==> src/rtl/core/tpp_pkg.sv <==
// Shared types and constants of the transport stream PES packetizer.
package tpp_pkg;

  localparam int unsigned LengthBitsDef = 24;
  localparam int unsigned PktBytes      = 188;
  localparam int unsigned PktWords      = 47;
  localparam int unsigned HdrBytes      = 31;

  localparam logic [1:0] ActVideo   = 2'd0;
  localparam logic [1:0] ActAudio   = 2'd1;
  localparam logic [1:0] ActPayload = 2'd2;

  localparam logic CfgVideoPid = 1'b0;
  localparam logic CfgAudioPid = 1'b1;

  localparam logic [7:0] SyncByte = 8'h47;
  localparam logic [7:0] PadByte  = 8'hFF;

  typedef logic [HdrBytes-1:0][7:0] hdr_t;

  typedef struct packed {
    logic       en;
    logic       bank;
    logic [7:0] pos;
    logic [7:0] data;
  } buf_wr_t;

  typedef struct packed {
    logic       valid;
    logic       bank;
    hdr_t       hdr;
    logic [4:0] hlen;
    logic [7:0] fill;
  } pkt_desc_t;

endpackage

==> src/rtl/core/tpp_front.sv <==
// Front end: accepts words, builds packet headers, stores payload, hands off packets.
module tpp_front #(
  parameter int unsigned LENGTH_BITS = tpp_pkg::LengthBitsDef
) (
  input  logic               clk_i,
  input  logic               rst_ni,
  input  logic               in_valid_i,
  output logic               in_ready_o,
  input  logic [1:0]         action_i,
  input  logic [7:0]         data_byte_i,
  input  logic [23:0]        frame_length_i,
  input  logic [31:0]        pts_ms_i,
  input  logic [31:0]        dts_ms_i,
  input  logic               cfg_valid_i,
  output logic               cfg_ready_o,
  input  logic               cfg_index_i,
  input  logic [12:0]        cfg_data_i,
  input  logic [1:0]         bank_busy_i,
  output tpp_pkg::buf_wr_t   wr_o,
  output tpp_pkg::pkt_desc_t push_o
);
  import tpp_pkg::*;

  logic [12:0] vpid_q, apid_q;
  logic [LENGTH_BITS-1:0] rem_q, rem_d;
  logic [7:0] wp_q, wp_d;
  logic       aud_q, aud_d;
  logic [3:0] vcc_q, vcc_d, acc_q, acc_d;
  logic       wb_q, wb_d;
  hdr_t       hdr_q, hdr_d, start_hdr, cont_hdr;
  logic [4:0] hlen_q, hlen_d;

  logic       acc_in;
  logic [LENGTH_BITS-1:0] len;
  logic [LENGTH_BITS:0]   pes_sum;
  logic [15:0] pes_len;
  logic [38:0] p90, d90;
  logic [32:0] pb, db;
  logic [12:0] pid_new, pid_cur;
  logic [3:0]  cc_cur, cc_next;
  logic [7:0]  wp_inc;
  logic [LENGTH_BITS-1:0] rem_dec;
  logic        pkt_done;

  assign in_ready_o  = !bank_busy_i[wb_q];
  assign cfg_ready_o = 1'b1;
  assign acc_in      = in_valid_i && in_ready_o;

  assign len     = LENGTH_BITS'(frame_length_i);
  assign p90     = 39'(pts_ms_i) * 39'd90;
  assign d90     = 39'(dts_ms_i) * 39'd90;
  assign pb      = p90[32:0];
  assign db      = d90[32:0];
  assign pes_sum = (LENGTH_BITS+1)'(len) + ((action_i == ActVideo) ?
                   (LENGTH_BITS+1)'(13) : (LENGTH_BITS+1)'(8));
  assign pes_len = (pes_sum > (LENGTH_BITS+1)'(65535)) ? 16'd0 : pes_sum[15:0];
  assign pid_new = (action_i == ActAudio) ? apid_q : vpid_q;
  assign pid_cur = aud_q ? apid_q : vpid_q;
  assign cc_cur  = aud_q ? acc_q : vcc_q;
  assign cc_next = cc_cur + 4'd1;
  assign wp_inc  = wp_q + 8'd1;
  assign rem_dec = rem_q - LENGTH_BITS'(1);
  assign pkt_done = (wp_inc == 8'(PktBytes)) || (rem_dec == '0);

  always_comb begin
    start_hdr = {HdrBytes{PadByte}};
    start_hdr[0] = SyncByte;
    start_hdr[1] = {3'b010, pid_new[12:8]};
    start_hdr[2] = pid_new[7:0];
    if (action_i == ActVideo) begin
      start_hdr[3]  = {4'h3, vcc_q};
      start_hdr[4]  = 8'h07;
      start_hdr[5]  = 8'h50;
      start_hdr[6]  = db[32:25];
      start_hdr[7]  = db[24:17];
      start_hdr[8]  = db[16:9];
      start_hdr[9]  = db[8:1];
      start_hdr[10] = {db[0], 7'h7E};
      start_hdr[11] = 8'h00;
      start_hdr[12] = 8'h00;
      start_hdr[13] = 8'h00;
      start_hdr[14] = 8'h01;
      start_hdr[15] = 8'hE0;
      start_hdr[16] = pes_len[15:8];
      start_hdr[17] = pes_len[7:0];
      start_hdr[18] = 8'h80;
      start_hdr[19] = 8'hC0;
      start_hdr[20] = 8'h0A;
      start_hdr[21] = {4'h3, pb[32:30], 1'b1};
      start_hdr[22] = pb[29:22];
      start_hdr[23] = {pb[21:15], 1'b1};
      start_hdr[24] = pb[14:7];
      start_hdr[25] = {pb[6:0], 1'b1};
      start_hdr[26] = {4'h1, db[32:30], 1'b1};
      start_hdr[27] = db[29:22];
      start_hdr[28] = {db[21:15], 1'b1};
      start_hdr[29] = db[14:7];
      start_hdr[30] = {db[6:0], 1'b1};
    end else begin
      start_hdr[3]  = {4'h1, acc_q};
      start_hdr[4]  = 8'h00;
      start_hdr[5]  = 8'h00;
      start_hdr[6]  = 8'h01;
      start_hdr[7]  = 8'hC0;
      start_hdr[8]  = pes_len[15:8];
      start_hdr[9]  = pes_len[7:0];
      start_hdr[10] = 8'h80;
      start_hdr[11] = 8'h80;
      start_hdr[12] = 8'h05;
      start_hdr[13] = {4'h2, pb[32:30], 1'b1};
      start_hdr[14] = pb[29:22];
      start_hdr[15] = {pb[21:15], 1'b1};
      start_hdr[16] = pb[14:7];
      start_hdr[17] = {pb[6:0], 1'b1};
    end
    cont_hdr = {HdrBytes{PadByte}};
    cont_hdr[0] = SyncByte;
    cont_hdr[1] = {3'b000, pid_cur[12:8]};
    cont_hdr[2] = pid_cur[7:0];
    cont_hdr[3] = {4'h1, cc_next};
  end

  always_comb begin
    rem_d  = rem_q;
    wp_d   = wp_q;
    aud_d  = aud_q;
    vcc_d  = vcc_q;
    acc_d  = acc_q;
    wb_d   = wb_q;
    hdr_d  = hdr_q;
    hlen_d = hlen_q;
    wr_o   = '{en: 1'b0, bank: wb_q, pos: wp_q, data: data_byte_i};
    push_o = '{valid: 1'b0, bank: wb_q, hdr: hdr_q, hlen: hlen_q, fill: wp_inc};
    if (acc_in) begin
      case (action_i)
        ActVideo, ActAudio: begin
          rem_d = len;
          if (len == '0) begin
            wp_d = 8'd0;
          end else begin
            aud_d  = (action_i == ActAudio);
            hdr_d  = start_hdr;
            hlen_d = (action_i == ActVideo) ? 5'd31 : 5'd18;
            wp_d   = (action_i == ActVideo) ? 8'd31 : 8'd18;
          end
        end
        ActPayload: begin
          if (rem_q != '0) begin
            wr_o.en = 1'b1;
            wp_d  = wp_inc;
            rem_d = rem_dec;
            if (pkt_done) begin
              push_o.valid = 1'b1;
              wb_d = !wb_q;
              if (aud_q) acc_d = cc_next;
              else       vcc_d = cc_next;
              if (rem_dec != '0) begin
                hdr_d  = cont_hdr;
                hlen_d = 5'd4;
                wp_d   = 8'd4;
              end else begin
                wp_d = 8'd0;
              end
            end
          end
        end
        default: begin
        end
      endcase
    end
  end

  always_ff @(posedge clk_i or negedge rst_ni) begin
    if (!rst_ni) begin
      vpid_q <= 13'd256;
      apid_q <= 13'd257;
      rem_q  <= '0;
      wp_q   <= 8'd0;
      aud_q  <= 1'b0;
      vcc_q  <= 4'd0;
      acc_q  <= 4'd0;
      wb_q   <= 1'b0;
      hlen_q <= 5'd0;
    end else begin
      if (cfg_valid_i) begin
        if (cfg_index_i == CfgVideoPid) vpid_q <= cfg_data_i;
        if (cfg_index_i == CfgAudioPid) apid_q <= cfg_data_i;
      end
      rem_q  <= rem_d;
      wp_q   <= wp_d;
      aud_q  <= aud_d;
      vcc_q  <= vcc_d;
      acc_q  <= acc_d;
      wb_q   <= wb_d;
      hlen_q <= hlen_d;
    end
  end

  always_ff @(posedge clk_i) begin
    hdr_q <= hdr_d;
  end

`ifndef ASSERT_OFF
  a_push_free: assert property (@(posedge clk_i) disable iff (!rst_ni)
    push_o.valid |-> !bank_busy_i[push_o.bank]) else $error("push to busy bank");
  a_push_wr: assert property (@(posedge clk_i) disable iff (!rst_ni)
    push_o.valid |-> wr_o.en) else $error("push without payload write");
  a_wr_pos: assert property (@(posedge clk_i) disable iff (!rst_ni)
    wr_o.en |-> (wr_o.pos >= 8'(hlen_q)) && (wr_o.pos < 8'(PktBytes)))
    else $error("payload write outside packet body");
`endif

endmodule

==> src/rtl/core/tpp_back.sv <==
// Back end: two-bank packet buffer, packet queue and word readout.
module tpp_back (
  input  logic               clk_i,
  input  logic               rst_ni,
  input  tpp_pkg::buf_wr_t   wr_i,
  input  tpp_pkg::pkt_desc_t push_i,
  output logic [1:0]         bank_busy_o,
  output logic               out_valid_o,
  input  logic               out_ready_i,
  output logic [31:0]        packet_word_o,
  output logic               last_word_o
);
  import tpp_pkg::*;

  localparam int unsigned MemWords = 2 * PktWords;

  logic [3:0][7:0] mem [MemWords];
  logic [1:0]  busy_q;
  hdr_t        hdr_q  [2];
  logic [4:0]  hlen_q [2];
  logic [7:0]  fill_q [2];
  logic        rb_q;
  logic [5:0]  k_q;
  logic        s1_v_q, s1_bank_q;
  logic [5:0]  s1_k_q;
  logic [3:0][7:0] rdata_q;
  logic        out_v_q;
  logic [31:0] word_q;
  logic        last_q;

  logic        issue, s1_move, s1_last;
  logic [6:0]  wr_addr, rd_addr;
  logic [31:0] word_d;

  assign bank_busy_o   = busy_q;
  assign out_valid_o   = out_v_q;
  assign packet_word_o = word_q;
  assign last_word_o   = last_q;

  assign s1_move = s1_v_q && (!out_v_q || out_ready_i);
  assign issue   = busy_q[rb_q] && (!s1_v_q || s1_move);
  assign s1_last = (s1_k_q == 6'(PktWords - 1));
  assign wr_addr = (wr_i.bank ? 7'(PktWords) : 7'd0) + 7'(wr_i.pos[7:2]);
  assign rd_addr = (rb_q ? 7'(PktWords) : 7'd0) + 7'(k_q);

  always_comb begin
    logic [7:0] b;
    word_d = '0;
    for (int j = 0; j < 4; j++) begin
      b = {s1_k_q, 2'(j)};
      if (b < 8'(hlen_q[s1_bank_q])) begin
        word_d[31-8*j -: 8] = hdr_q[s1_bank_q][b[4:0]];
      end else if (b < fill_q[s1_bank_q]) begin
        word_d[31-8*j -: 8] = rdata_q[2'(3 - j)];
      end else begin
        word_d[31-8*j -: 8] = PadByte;
      end
    end
  end

  always_ff @(posedge clk_i) begin
    if (wr_i.en) begin
      mem[wr_addr][~wr_i.pos[1:0]] <= wr_i.data;
    end
    if (issue) begin
      rdata_q <= mem[rd_addr];
    end
    if (push_i.valid) begin
      hdr_q[push_i.bank]  <= push_i.hdr;
      hlen_q[push_i.bank] <= push_i.hlen;
      fill_q[push_i.bank] <= push_i.fill;
    end
    if (issue) begin
      s1_bank_q <= rb_q;
      s1_k_q    <= k_q;
    end
    if (s1_move) begin
      word_q <= word_d;
      last_q <= s1_last;
    end
  end

  always_ff @(posedge clk_i or negedge rst_ni) begin
    if (!rst_ni) begin
      busy_q  <= 2'b00;
      rb_q    <= 1'b0;
      k_q     <= 6'd0;
      s1_v_q  <= 1'b0;
      out_v_q <= 1'b0;
    end else begin
      if (push_i.valid) busy_q[push_i.bank] <= 1'b1;
      if (s1_move && s1_last) busy_q[s1_bank_q] <= 1'b0;
      if (issue) begin
        if (k_q == 6'(PktWords - 1)) begin
          k_q  <= 6'd0;
          rb_q <= !rb_q;
        end else begin
          k_q <= k_q + 6'd1;
        end
      end
      if (issue)        s1_v_q <= 1'b1;
      else if (s1_move) s1_v_q <= 1'b0;
      if (s1_move)          out_v_q <= 1'b1;
      else if (out_ready_i) out_v_q <= 1'b0;
    end
  end

`ifndef ASSERT_OFF
  a_wr_free: assert property (@(posedge clk_i) disable iff (!rst_ni)
    wr_i.en |-> !busy_q[wr_i.bank]) else $error("write into queued bank");
  a_push_busy: assert property (@(posedge clk_i) disable iff (!rst_ni)
    push_i.valid |=> busy_q[$past(push_i.bank)]) else $error("queued bank not marked");
  a_read_busy: assert property (@(posedge clk_i) disable iff (!rst_ni)
    s1_v_q |-> busy_q[s1_bank_q]) else $error("readout from free bank");
`endif

endmodule

==> src/rtl/core/ts_pes_packetizer.sv <==
// Top level of the transport stream PES packetizer.
// Start words build the first packet header at once, and payload bytes are written one per
// cycle while the input is ready into a two-bank packet buffer. A finished packet is read out
// as 47 words, one per cycle unless the output stalls, from the buffer's single read port,
// while the front fills the other bank; input stalls only when both banks hold packets not
// yet read out. The PCR extension is always zero since the clock stamps are whole milliseconds.
module ts_pes_packetizer #(
  parameter int unsigned LENGTH_BITS = tpp_pkg::LengthBitsDef
) (
  input  logic        clk_i,
  input  logic        rst_ni,
  input  logic        in_valid_i,
  output logic        in_ready_o,
  input  logic [1:0]  action_i,
  input  logic [7:0]  data_byte_i,
  input  logic [23:0] frame_length_i,
  input  logic [31:0] pts_ms_i,
  input  logic [31:0] dts_ms_i,
  input  logic        cfg_valid_i,
  output logic        cfg_ready_o,
  input  logic        cfg_index_i,
  input  logic [12:0] cfg_data_i,
  output logic        out_valid_o,
  input  logic        out_ready_i,
  output logic [31:0] packet_word_o,
  output logic        last_word_o
);
  import tpp_pkg::*;

  buf_wr_t   wr;
  pkt_desc_t push;
  logic [1:0] busy;

  tpp_front #(.LENGTH_BITS(LENGTH_BITS)) u_front (
    .clk_i, .rst_ni, .in_valid_i, .in_ready_o, .action_i, .data_byte_i,
    .frame_length_i, .pts_ms_i, .dts_ms_i, .cfg_valid_i, .cfg_ready_o,
    .cfg_index_i, .cfg_data_i, .bank_busy_i(busy), .wr_o(wr), .push_o(push)
  );

  tpp_back u_back (
    .clk_i, .rst_ni, .wr_i(wr), .push_i(push), .bank_busy_o(busy),
    .out_valid_o, .out_ready_i, .packet_word_o, .last_word_o
  );

endmodule
==> config.mk <==
export PLATFORM = sky130hd
export DESIGN_NAME = ts_pes_packetizer
export DESIGN_NICKNAME = d
export VERILOG_FILES = /design/src/rtl/core/tpp_pkg.sv /design/src/rtl/core/tpp_front.sv /design/src/rtl/core/tpp_back.sv /design/src/rtl/core/ts_pes_packetizer.sv
export SDC_FILE = /design/constraint.sdc
export NUM_CORES = 2
export LEC_CHECK = 0
export BUFFER_PORTS_ARGS = -buffer_cell sky130_fd_sc_hd__buf_2
export CAP_MARGIN = 10
export CELL_PAD_IN_SITES_DETAIL_PLACEMENT = 1
export CELL_PAD_IN_SITES_GLOBAL_PLACEMENT = 1
export CORE_AREA = 2 2 434 436
export DETAILED_ROUTE_END_ITERATION = 8
export DIE_AREA = 0 0 436 438
export PLACE_DENSITY = 0.79
export SYNTH_ARGS = -nofsm -noshare
export SYNTH_HDL_FRONTEND = slang
export SYNTH_SLANG_ARGS = --single-unit
==> constraint.sdc <==
create_clock -name clk_i -period 10.2 [get_ports clk_i]
set_clock_uncertainty 0.15 [all_clocks]
set_input_delay 2.04 -clock clk_i [delete_from_list [all_inputs] [get_ports clk_i]]
set_output_delay 2.04 -clock clk_i [all_outputs]
set_load 0.01 [all_outputs]
### Word-level counts from Yosys, hierarchy flattened

Memory sizes are Yosys's and may differ from the RTL's. A register that Yosys moved wholly into a read port is not among the register bits.
Cells that the tools add are included.

* bits in writable memories: 3530
* word-level logic and storage cells: 206
* memories kept: 4
* output and inout port bits: 36
* bits in registers: 372
* input port bits: 117

* multiply operators: 2
* bitwise gates (word level): 7
* reductions and logical operators: 33
* add/subtract/negate cells: 7
* equality and inequality tests: 9
* $lt $le $gt $ge: 20
* muxes and demuxes: 75

Memory list
* u_back.mem: depth 94, width 32, rd ports 1, clocked after Yosys merged registers in 1, write ports 1, RTL line tpp_back.sv:17 `logic [3:0][7:0] mem [MemWords];`
* u_back.hdr_q: depth 2, width 248, rd ports 1, clocked after Yosys merged registers in 1, write ports 1, RTL line tpp_back.sv:19 `hdr_t hdr_q [2];`
* u_back.fill_q: depth 2, width 8, rd ports 1, clocked after Yosys merged registers in 1, write ports 1, RTL line tpp_back.sv:21 `logic [7:0] fill_q [2];`
* u_back.hlen_q: depth 2, width 5, rd ports 1, clocked after Yosys merged registers in 1, write ports 1, RTL line tpp_back.sv:20 `logic [4:0] hlen_q [2];`

Operators with widths (count)
* 2-to-1 mux 248 bit: 4
* case mux 248 bit (2 select lines): 1
* 2-to-1 mux 8 bit: 16
* 2-to-1 mux 120 bit: 1
* 2-to-1 mux 104 bit: 1
* binary-select mux 8 bit (select 3 bit): 4
* multiplier 32 x 6 -> 32 bit (second input constant): 2
* logical NOT 24 bit: 2
* case mux 24 bit (2 select lines): 1
* nonzero test 24 bit: 2
* less-than comparator 8 x 5 -> 1 bit: 4
* less-than comparator 8 bit: 4
* 2-to-1 mux 32 bit: 1
* 2-to-1 mux 13 bit: 2
* adder 24 x 25 -> 25 bit: 1
* greater-than comparator 25 x 16 -> 1 bit (second input constant): 1
* less-than comparator 5 x 6 -> 1 bit (second input constant): 4
* 2-to-1 mux 24 bit: 1
* subtractor 24 x 1 -> 24 bit (second input constant): 1
* 2-to-1 mux 1 bit: 23
* 2-to-1 mux 5 bit: 4
* 2-to-1 mux 6 bit: 3
* demux 8 bit (select 2 bit): 1
* 2-to-1 mux 16 bit: 1
* 35 further kinds: 68

### Depth between registers and ports, before layout

* depth in word-level cells: 10
* depth in mapped cells: 17
* mapped depth without buffers: 16

### Modules after synthesis

Synthesis repeated with hierarchy kept, for this count alone.

* cells, all modules: 5397
* area total of the unflattened synthesis: 98598.3 µm²

By module, submodules not included
* tpp_back: seq. area each 62815.2 µm², times used 1, area an instance 81240.4 µm², cells each 3641
* tpp_front: seq. area each 6254.7 µm², times used 1, area an instance 17357.9 µm², cells each 1756

### Worst setup path after synthesis

No wires, ideal clock.

* path type: input-to-reg
* start: input action_i[0]
* end: register u_front.hdr_q, in the netlist u_front.push_o[111], enable pin
* buffers on the path: 1
* data required time: 9.343 ns
* cell stages on the path: 6
* path slack: -0.542 ns
* arrival: 9.885 ns
* setup time: 0.707 ns
* cells stage by stage: inv_1 > nand2_1 > clkbuf_1 > nor2_1 > nand2_1 > a21oi_1

* longest elaborated chain between the ends: 4
* elaborated cells on any way between the ends: 10
* classes of those cells: eq/ne: 6; reduce/logical: 4

Ends and longest elaborated chain
* start: declaration: RTL line ts_pes_packetizer.sv:14 `input logic [1:0] action_i,`
* == test 2 x 1 -> 1 bit / logical NOT 2 bit (equally long branches): RTL line tpp_front.sv:135 `case (action_i)`
* OR reduction 2 bit: RTL line tpp_front.sv:135
* != test 2 bit (no source line) / nonzero test 2 bit (equally long branches)
* AND reduction 6 bit (no source line) *
* end signal: assignment: RTL line tpp_front.sv:200 `hdr_q <= hdr_d;`
* end: declaration: RTL line tpp_front.sv:30 `hdr_t hdr_q, hdr_d, start_hdr, cont_hdr;`

Mark *: on every way between the ends. The rest lies on a longest branch, timed or not.
A chain may end at the register's enable or synchronous reset.

### Worst setup path after layout

* start: input action_i[1]
* end: register u_front.hdr_q, in the netlist u_front.push_o[78] (data pin)

* longest elaborated chain between the ends: 8
* elaborated cells on any way between the ends: 11
* classes of those cells: add/sub: 1; order compare: 1; eq/ne: 2; mux: 5; reduce/logical: 2

Ends and longest elaborated chain
* logical NOT 2 bit: RTL line tpp_front.sv:54, tpp_front.sv:70, tpp_front.sv:135
* 2-to-1 mux 3 bit: RTL line tpp_front.sv:54 `assign pes_sum = (LENGTH_BITS+1)'(len) + ((action_i == ActVideo) ?`
* adder 24 x 25 -> 25 bit: RTL line tpp_front.sv:54
* greater-than comparator 25 x 16 -> 1 bit: RTL line tpp_front.sv:56 `assign pes_len = (pes_sum > (LENGTH_BITS+1)'(65535)) ? 16'd0 : pes_sum[15:0];`
* 2-to-1 mux 16 bit: RTL line tpp_front.sv:56
* 2-to-1 mux 120 bit: RTL line tpp_front.sv:70 `if (action_i == ActVideo) begin`
* 2-to-1 mux 248 bit: RTL line tpp_front.sv:138 `if (len == '0) begin`
* case mux 248 bit (2 select lines) *: RTL line tpp_front.sv:135

Mark *: on every way between the ends. The rest lies on a longest branch, timed or not. The select of a mux whose other input is x is not followed.

==> impl_metrics.ini <==
[pwr]
p_sw_share_pct = 24.6
switching_power_mw = 4.87
p_leak_nw = 33.2
clock_power_share_pct = 39.9
p_comb_share_pct = 10.7
seqPwrFrac_pct = 49.4
p_int_mw = 14.9
powerDensity_nw_per_um2 = 196
ir_drop_mv = 0.170

[drt]
avgRoutedWirePerCell_microns = 29.9
drtIter0Drc = 5062
routed_wl_mm = 239
firstDrtPassIters = 6
viasPerCell = 6.15
detail-route-antenna-nets = 0
drc = 0
dr_total_vias = 49100

[hold_path]
hp-class = flop to flop
hp-start = u_front.push_o[259]

[worst_setup_path]
cpPeakStageDelay_ns = 0.78
cp-endpoint = u_front.push_o[78]
r2r_end = u_back.rdata_q[15]
crit_required_ns = 10.73
critPathMaxFanout = 24
crit_type = input pin to flop
worstPathArrival_ns = 7.39
r2r_slack_ns = 4.59
crit_path_top_delay_cell = a211oi_1
crit_path_start = action_i[1]
cp-start-kind = input pin
rr_worst_depth = 9
path_cells = buf_2 -> clkinv_1 -> nand2_1 -> inv_2 -> ha_1 -> ha_1 -> a211oi_1 -> nor4_1 -> a21o_1 -> a21oi_1 -> and3_1 -> nand2_1 -> a21boi_0
worstSetupEndpointType = flop
r2r_start = u_back.rb_q

[clock_network]
cts-root-buf = clkbuf_16
h-tree-depth = 4
ctsResizeCount = 0
cts_buffers = 206
insertion_delay_ns = 0.88
cts_hold_buf = 0
clock-sinks = 2112
post_cts_buffers = 0
cts_tree = yes
cts.path.max_buffers = 3
clkSlewWorstSetupHoldPaths_ns = 0.06

[floorplanning]
fp.dieW_microns = 436
start_util_pct = 48.6
dieHeight_microns = 438
num_rows = 159
pin_count = 153
core-area_sq_um = 187000
dieArea_sq_um = 191000

[synth]
syn-cell-area_sq_um = 90600
synth_flop_cell = edfxtp_1
ys_async_sr_fraction_pct = 3.88
syn_avg_cell_area_sq_um = 17.5
yosysTopAreaCell = edfxtp_1
synth_edf_count = 2029
synth_top_cell_area_share_pct = 67.2
synth_commonest_cells = edfxtp_1 (2,029), mux4_2 (472), nor2_1 (321)
synthCells = 5170
ys_ff_latch = 2112
synth.distinct_cells = 85
synth.yosys.warnings = 0
synthTopCellsByArea = edfxtp_1 (67%), mux4_2 (12%), fa_1 (2.4%)
synth_nets = 5547
yosysMostFrequentCell = edfxtp_1
yosysSeqAreaShare_pct = 69.5

[timing]
rsz0062_at_grt = no
hold_violations = 0
fin_ws_ns = 3.34
fin_crit_sh_pct = 67.3
setup_viol = 0
worst_pin_slew_ns = 1.39
max_freq_ghz = 0.146
slew_viol_final = 0
min_period_ns = 6.86
slew_headroom_pct = 7.21

[cells_and_area]
postLayoutCoreUtil_pct = 54.2
area_delta_synth_final_pct = 11.6
nNetsFinal = 5696
drive_above_1_share_pct = 19.9

[placement]
routabilityCongestion = 0.879
dp_hpwl_mm = 151
post-place-ws_ns = 2.70
port_buffers = 151

[grt]
grt_pass1_wl_mm = 355
gr-total-overflow = 0
grt_pass1_vias = 52700
track_usage_pct = 25.2
antenna_found_initial = 14
grt_max_degree = 161

[run_status]
status = finished clean

[flow_run]
cap_viol_max_count = 0
## critical path: cells and delay by family
family / cells / cell delay [ns]
simple gates: 4 / 1.76
buf+inv: 3 / 1.61
compound gates: 4 / 1.43
fa+ha+maj: 2 / 0.53
## power groups by stage
stage,combinational (mW),clock (mW),sequential (mW)
finish,2.12,7.91,9.78
CTS,2.11,7.99,9.78
global placement,2.03,0,9.94
floorplan,1.30,0,9.90
detailed placement,2.09,0,9.96
global route,2.32,8.29,9.78
## registers in the layout, summed over array words and instances (netlist names), 6 cells and up, named ones only
register and flops:
u_front.push_o 149, u_back.mem 1504, u_front.vpid_q 13, u_back.fill_q 16
u_front.wp_q 8, u_back.rdata_q 16, u_front.apid_q 13, u_back.hdr_q 298
u_back.packet_word_o 32, u_back.k_q 6, u_back.hlen_q 6, u_front.rem_q 24
u_back.s1_k_q 6
## how the worst min path moves through the flow
stage / slack [ns] / cells after the start / endpoint
2_1_floorplan: 0.27 / 0 / u_back.hdr_q[0][105]
3_3_place_gp: 0.27 / 0 / u_back.hdr_q[0][56]
3_5_place_dp: 0.28 / 0 / u_back.hdr_q[0][176]
4_1_cts: 0.27 / 0 / u_back.hdr_q[0][246]
5_1_grt: 0.28 / 0 / u_back.hdr_q[0][119]
6_report: 0.29 / 0 / u_back.hdr_q[0][246]
## layout by cell type (no fill, tap or decap), types with 130 or more instances in the layout
cell type | synthesis | final
buf_2 | 59 | 142
clkbuf_16 | 0 | 206
nand2_1 | 239 | 238
mux4_2 | 472 | 472
a21oi_1 | 154 | 152
o21ai_0 | 185 | 185
nor2_1 | 321 | 319
edfxtp_1 | 2029 | 2029
inv_1 | 264 | 263
mux2i_1 | 130 | 130
ha_1 | 152 | 151
## kinds of logic (layout without fill, tap and decap cells)
kind of cell	after synthesis	in the layout	share of synthesized area [%]
flops	2112	2112	69.5
simple gates	891	891	4.57
mux	671	671	14.0
compound gates	600	600	4.08
buf+inv	537	858	2.37
fa+ha+maj	260	260	4.48
xor+xnor	98	98	0.947
other cells	1	6	0.00414
## stage by stage
| stage | cells | total power, mW | hold slack [ns] | TNS (ns) | instance area, sq um |
|---|---|---|---|---|---|
| after floorplan | 5170 | 11.2 | 0.271 | -140.89 | 90600 |
| after global placement | 7604 | 12.0 | 0.272 | 0 | 94100 |
| after detailed placement | 7604 | 12.0 | 0.280 | 0 | 94100 |
| after CTS | 7984 | 19.9 | 0.265 | 0 | 101000 |
| after global routing | 7991 | 20.4 | 0.284 | 0 | 101000 |
| final | 7991 | 19.8 | 0.286 | 0 | 101000 |
## layer usage
metal	up-vias	routed length [microns]	GRT usage, %
met5	-	7	0
met4	2	8870	9.23
met3	430	16400	4.00
met2	2115	122000	42.9
met1	26000	92100	32.9
li1	20600	-	-
## cell type report
cell class,instances,area (sq um)
multi-input combinational,2521,25600
fill,17000,85500
inverter,266,998
sequential,2112,63000
clock buffer,251,5340
antenna,5,12.5
tap,2495,3120
timing repair buffer,212,1380
clock inverter,129,1670
Note: power is estimated with default switching activity, not from simulation.
